**src/hdl/bag_sampler_with_out_of_bag_core_defines.svh**
```systemverilog
// ---------------------------------------------------------------------------
// Bag sampler assertion macros
// Shared property wrappers clocked on clk and disabled during reset.
// ---------------------------------------------------------------------------
`ifndef BAG_SAMPLER_WITH_OUT_OF_BAG_CORE_DEFINES_SVH
`define BAG_SAMPLER_WITH_OUT_OF_BAG_CORE_DEFINES_SVH

// Check an expression on every clock edge
`define BSOOB_ASSERT(lbl, expr, msg) \
	lbl: assert property (@(posedge clk) disable iff (!arst_n) (expr)) else $error(msg);

// Check a consequence in the same cycle
`define BSOOB_ASSERT_IMP(lbl, ante, cons, msg) \
	lbl: assert property (@(posedge clk) disable iff (!arst_n) (ante) |-> (cons)) \
		else $error(msg);

// Check a consequence in the next cycle
`define BSOOB_ASSERT_NEXT(lbl, ante, cons, msg) \
	lbl: assert property (@(posedge clk) disable iff (!arst_n) (ante) |=> (cons)) \
		else $error(msg);

`endif

```
**src/hdl/bsoob_pkg.sv**
```systemverilog
// ---------------------------------------------------------------------------
// Bag sampler package
// Sizes, codes, payload types and controller/datapath interface types.
// ---------------------------------------------------------------------------
package bsoob_pkg;

	localparam int MAX_ITEMS = 4096;
	localparam int IDX_W     = $clog2(MAX_ITEMS);
	localparam int CNT_W     = IDX_W + 1;
	localparam int RAND_W    = 32;
	localparam int PROD_W    = RAND_W + CNT_W;

	// In-bag map rows: 32 flags per row
	localparam int MAP_SEL_W  = 5;
	localparam int MAP_ROW_W  = 1 << MAP_SEL_W;
	localparam int MAP_ROWS   = MAX_ITEMS / MAP_ROW_W;
	localparam int MAP_ADDR_W = IDX_W - MAP_SEL_W;

	// Index table rows: 16 entries per row
	localparam int TBL_SEL_W  = 4;
	localparam int TBL_ROW_N  = 1 << TBL_SEL_W;
	localparam int TBL_ROWS   = MAX_ITEMS / TBL_ROW_N;
	localparam int TBL_ADDR_W = IDX_W - TBL_SEL_W;

	// Request actions
	localparam int ACT_W = 2;
	localparam logic [ACT_W-1:0] ACT_RESTART = 2'd0;
	localparam logic [ACT_W-1:0] ACT_DRAW    = 2'd1;
	localparam logic [ACT_W-1:0] ACT_LIST    = 2'd2;

	// Configuration registers
	localparam int CFG_IDX_W  = 2;
	localparam int CFG_DATA_W = 13;
	localparam logic [CFG_IDX_W-1:0] CFG_SAMPLING_MODE = 2'd0;
	localparam logic [CFG_IDX_W-1:0] CFG_ITEM_COUNT    = 2'd1;
	localparam logic [CFG_IDX_W-1:0] CFG_SAMPLE_COUNT  = 2'd2;

	typedef struct packed {
		logic [ACT_W-1:0]  action;
		logic [RAND_W-1:0] random_fraction;
	} req_t;

	typedef struct packed {
		logic [IDX_W-1:0] item_index;
		logic             index_valid;
		logic [CNT_W-1:0] out_of_bag_count;
		logic             run_done;
	} rsp_t;

	typedef logic [TBL_ROW_N-1:0][IDX_W-1:0] tbl_row_t;

	// Controller commands to the datapath
	typedef struct packed {
		logic load;
		logic restart;
		logic draw_rd;
		logic draw_wb;
		logic list_rd;
		logic list_chk;
		logic put_none;
		logic put_done;
	} cmd_t;

	// Datapath status to the controller
	typedef struct packed {
		logic out_free;
		logic draw_exh;
		logic cursor_end;
		logic list_more;
	} sts_t;

endpackage

```
**src/hdl/bsoob_ctrl.sv**
```systemverilog
// ---------------------------------------------------------------------------
// Bag sampler controller
// Sequences restart, draw and out-of-bag listing steps over the datapath.
// ---------------------------------------------------------------------------
module bsoob_ctrl (
	input  logic                       clk,
	input  logic                       arst_n,
	input  logic                       req_valid,
	input  logic [bsoob_pkg::ACT_W-1:0] action,
	output logic                       req_stall,
	input  bsoob_pkg::sts_t            sts,
	output bsoob_pkg::cmd_t            cmd
);
	import bsoob_pkg::*;

	localparam logic [2:0] ST_IDLE     = 3'd0;
	localparam logic [2:0] ST_RESTART  = 3'd1;
	localparam logic [2:0] ST_NONE     = 3'd2;
	localparam logic [2:0] ST_DRAW_RD  = 3'd3;
	localparam logic [2:0] ST_DRAW_WB  = 3'd4;
	localparam logic [2:0] ST_LIST_RD  = 3'd5;
	localparam logic [2:0] ST_LIST_CHK = 3'd6;

	logic [2:0] state_q;
	logic [2:0] state_d;

	// Take a new request only when idle
	assign req_stall = (state_q != ST_IDLE);

	// Decode next state and commands
	always_comb begin
		state_d = state_q;
		cmd     = '0;
		unique case (state_q)
			ST_IDLE: begin
				if (req_valid) begin
					cmd.load = 1'b1;
					unique case (action)
						ACT_RESTART: state_d = ST_RESTART;
						ACT_DRAW:    state_d = ST_DRAW_RD;
						ACT_LIST:    state_d = ST_LIST_RD;
						default:     state_d = ST_NONE;
					endcase
				end
			end
			ST_RESTART: begin
				if (sts.out_free) begin
					cmd.restart = 1'b1;
					state_d     = ST_IDLE;
				end
			end
			ST_NONE: begin
				if (sts.out_free) begin
					cmd.put_none = 1'b1;
					state_d      = ST_IDLE;
				end
			end
			ST_DRAW_RD: begin
				if (!sts.draw_exh) begin
					cmd.draw_rd = 1'b1;
					state_d     = ST_DRAW_WB;
				end else if (sts.out_free) begin
					cmd.put_done = 1'b1;
					state_d      = ST_IDLE;
				end
			end
			ST_DRAW_WB: begin
				if (sts.out_free) begin
					cmd.draw_wb = 1'b1;
					state_d     = ST_IDLE;
				end
			end
			ST_LIST_RD: begin
				if (!sts.cursor_end) begin
					cmd.list_rd = 1'b1;
					state_d     = ST_LIST_CHK;
				end else if (sts.out_free) begin
					cmd.put_done = 1'b1;
					state_d      = ST_IDLE;
				end
			end
			ST_LIST_CHK: begin
				if (sts.list_more) begin
					cmd.list_chk = 1'b1;
					state_d      = ST_LIST_RD;
				end else if (sts.out_free) begin
					cmd.list_chk = 1'b1;
					state_d      = ST_IDLE;
				end
			end
			default: begin
				state_d = ST_IDLE;
			end
		endcase
	end

	// Advance state
	always_ff @(posedge clk or negedge arst_n) begin
		if (!arst_n) begin
			state_q <= ST_IDLE;
		end else begin
			state_q <= state_d;
		end
	end

endmodule

```
**config.mk**
```make
export PLATFORM = sky130hd
export DESIGN_NAME = bsoob_ctrl
export DESIGN_NICKNAME = d
export VERILOG_FILES = /design/src/hdl/bag_sampler_with_out_of_bag_core_defines.svh /design/src/hdl/bsoob_pkg.sv /design/src/hdl/bsoob_ctrl.sv
export SDC_FILE = /design/constraint.sdc
export NUM_CORES = 1
export LEC_CHECK = 0
export ABC_AREA = 1
export BUFFER_PORTS_ARGS = -buffer_cell sky130_fd_sc_hd__buf_2
export CAP_MARGIN = 20
export CORE_AREA = 4 4 41 43
export DETAILED_ROUTE_END_ITERATION = 12
export DIE_AREA = 0 0 45 47
export SYNTH_ARGS = -nofsm -noshare
export SYNTH_HDL_FRONTEND = slang
export SYNTH_SLANG_ARGS = --single-unit
```
**constraint.sdc**
```tcl
create_clock -name clk -period 1.21 [get_ports clk]
set_clock_uncertainty 0.2 [all_clocks]
set_input_delay 0.242 -clock clk [delete_from_list [all_inputs] [get_ports clk]]
set_output_delay 0.242 -clock clk [all_outputs]
set_load 0.02 [all_outputs]
```
==> results.ini <==
[die]
fp.coreArea_mm2=0.00130
num_rows=13
ios=18
start_util_pct=32.1
die_area_mm2=0.00212
die_w_um=45
die_h_um=47

[critical_path]
critical_path_required_ps=770
reg2reg_depth=9
worstSetupStartpointType=register
path_delay_family=flip-flops
crit_fanout=5
crit_type=reg -> out
cp-endpoint=cmd[7]
worstPathArrival_ps=1280
max_stage_delay_ps=440
r2r_setup_slack_ps=-330
worst_setup_path_end_kind=output pin
reg2reg_from=state_q[0]$_DFFE_PN0P_
startpoint=state_q[0]$_DFFE_PN0P_
crit_chain=buf_6, nor2_4, nand2_8, nor2_4, buf_6
reg2reg_to=state_q[1]$_DFFE_PN0P_
path_depth=5
cp_slowest_cell=dfrtp_2
crit_buf_inv=2

[clock_tree]
cts_tree=built
h-tree-depth=1
clockBufferDepth=2
cts_root_buffer=clkbuf_4
cts_sinks=3
clk_latency_ps=240
numCtsBuffers=3
clk_pin_slew_ps=40

[placement]
dp_slack_ps=-332
place_congestion=0.759
dp_hpwl_um=984
dpl_cell_area_um2=666
portBuffers=17

[sta]
tightest_slew_ps=228
drv_slew=0
fmax_ghz=0.580
grt_setup_unrepaired=true
slew_headroom_pct=84.8
hold_violations=0
min_period_ps=1720
finalSetupViolCount=12
period_share_pct=142
fin_ws_ps=-513

[power_and_ir_drop]
pwr-share-clk_pct=7.7
combPwrFrac_pct=81.3
power.internal_mw=1.18
cellPowerDensity_mw_per_mm2=2430
power_switching_mw=1.13
pwr-share-seq_pct=11.0
switching_share_pct=48.9
ir_worst_vdd_uv=1520
p_leak_nw=0.475

[global_route]
grt_pass1_wl_um=2170
use_met1_pct=17.1
grt_pass1_vias=543
antenna_found_initial=0
grt_use_total_pct=14.5
top_usage_layer=met2
grt_overflow=0
grt_max_degree=9
grtUsageMet2_pct=25.1
use_met3_pct=2.68

[yosys]
yosysTopAreaCell=dfrtp_1
synth_area_leaders=dfrtp_1, nand2_1, inv_1, nor2_1, nand3_1
syn-num-nets=83
ys_seq_area_share_pct=18.0
netlist_area_um2=418
syn_avg_cell_area_um2=5.65
syn_inst=74
synth_seq_cells=3
synth_top_area_share_pct=18.0
ys_types=20
yosys_warnings=0

[routing]
vias_per_cell=4.72
drc=0
dr.pass1.iters=4
drt_iter0_drc=5
vias=613
drt-total-wl_um=1580
ant_nets=0
wl_per_cell_um=12.1

[job]
drv_cap=0

[finish]
reg_top3=state_q: 3 flops
largest_reg_flops=3
nNetsFinal=125
synthToLayoutAreaGrowth_pct=128
drive_gt1_share_pct=70.4
finalInstanceArea_um2=952
top_register=state_q
n_antenna_cell=0

[status]
status=finished with violations
failed_checks=negative setup slack

[hold_path]
min_path_type=in -> reg

==> worst register-to-register path, cell delays in order (launching register included) <==
cell,delay (ps)
dfrtp_2,440
buf_6,150
nor2_4,170
nand2_8,80
buf_6,120
inv_2,50
nand2_2,50
nand3_2,50
nor2_1,40
nor2_1,100
==> routing by layer <==
layer / routed length (um) / part of all wire [%]
met4: 39 / 2.5
met2: 836 / 53
met5: 0 / 0
met1: 634 / 40
met3: 68 / 4.3
==> power groups by stage <==
| stage | sequential (mW) | combinational (mW) | clock [mW] |
|---|---|---|---|
| 2_1_floorplan | 0.198 | 0.837 | 0 |
| 3_3_place_gp | 0.219 | 1.14 | 0 |
| 3_5_place_dp | 0.222 | 1.14 | 0 |
| 4_1_cts | 0.252 | 1.39 | 0.178 |
| 5_1_grt | 0.266 | 2.01 | 0.183 |
| 6_report | 0.254 | 1.88 | 0.178 |
==> cell families after synthesis <==
logic type	Yosys count	synth area share (%)
and+or+nand+nor	47	53.6
DFF	3	18.0
buffers and inverters	19	20.7
AOI/OAI and AO/OA	5	7.78
==> metrics by stage <==
stage	instances	setup TNS (ps)	hold WS, ps	total power [mW]	util, %
after floorplan	74	-1380	-254	1.03	-
after global placement	118	-2720	-161	1.36	51.2
after detailed placement	118	-2910	-160	1.36	51.2
after CTS	127	-4840	92.7	1.83	63.3
after global routing	130	-5620	97.7	2.46	73.2
final	130	-5000	95.7	2.31	73.2
==> area by class of cell <==
| cell class | count | area, um^2 |
|---|---|---|
| multi-input cells | 52 | 422 |
| well taps | 15 | 18.8 |
| clock buffers | 4 | 26.3 |
| fillers | 102 | 349 |
| repair buffers | 39 | 337 |
| flip-flops and latches | 3 | 77.6 |
| inverters | 17 | 71.3 |
==> timing repair <==
action | CTS | global route
resized for setup | 27 | 26
endpoints found under the hold margin | 3 | 0
pin swaps | 6 | 12
hold buffers | 1 | 0
setup endpoints to repair | 12 | 12
setup buffers | 5 | 6
==> layout by cell type (no fill, tap or decap), drive strengths merged <==
cell type,synthesis,final
nand4,4,4
clkinv,0,1
nand3,7,7
inv,17,16
nor2,14,14
dlygate4sd3,0,1
buf,2,38
a211oi,1,1
nor3,1,1
dfrtp,3,3
clkbuf,0,4
o21ai,1,1
nand2,20,20
nor4,1,1
o22ai,1,1
a21oi,2,2
==> cell usage after synthesis <==
cell / count
a211oi_1: 1
a21oi_1: 1
a21oi_2: 1
buf_6: 2
dfrtp_1: 3
inv_1: 14
inv_2: 3
nand2_1: 18
nand2_2: 1
nand2_4: 1
nand3_1: 6
nand3_2: 1
nand4_1: 4
nor2_1: 12
nor2_2: 1
nor2_4: 1
nor3_1: 1
nor4_1: 1
o21ai_1: 1
o22ai_1: 1
==> worst min-delay path by stage <==
| stage | from | end | cells past startpoint |
|---|---|---|---|
| floorplan | arst_n | state_q[0]$_DFFE_PN0P_ | 0 |
| global route | req_valid | state_q[1]$_DFFE_PN0P_ | 3 |
| global placement | arst_n | state_q[1]$_DFFE_PN0P_ | 1 |
| detailed placement | arst_n | state_q[1]$_DFFE_PN0P_ | 1 |
| finish | req_valid | state_q[1]$_DFFE_PN0P_ | 3 |
| CTS | req_valid | state_q[1]$_DFFE_PN0P_ | 3 |
(Power assumes the default switching activity.)
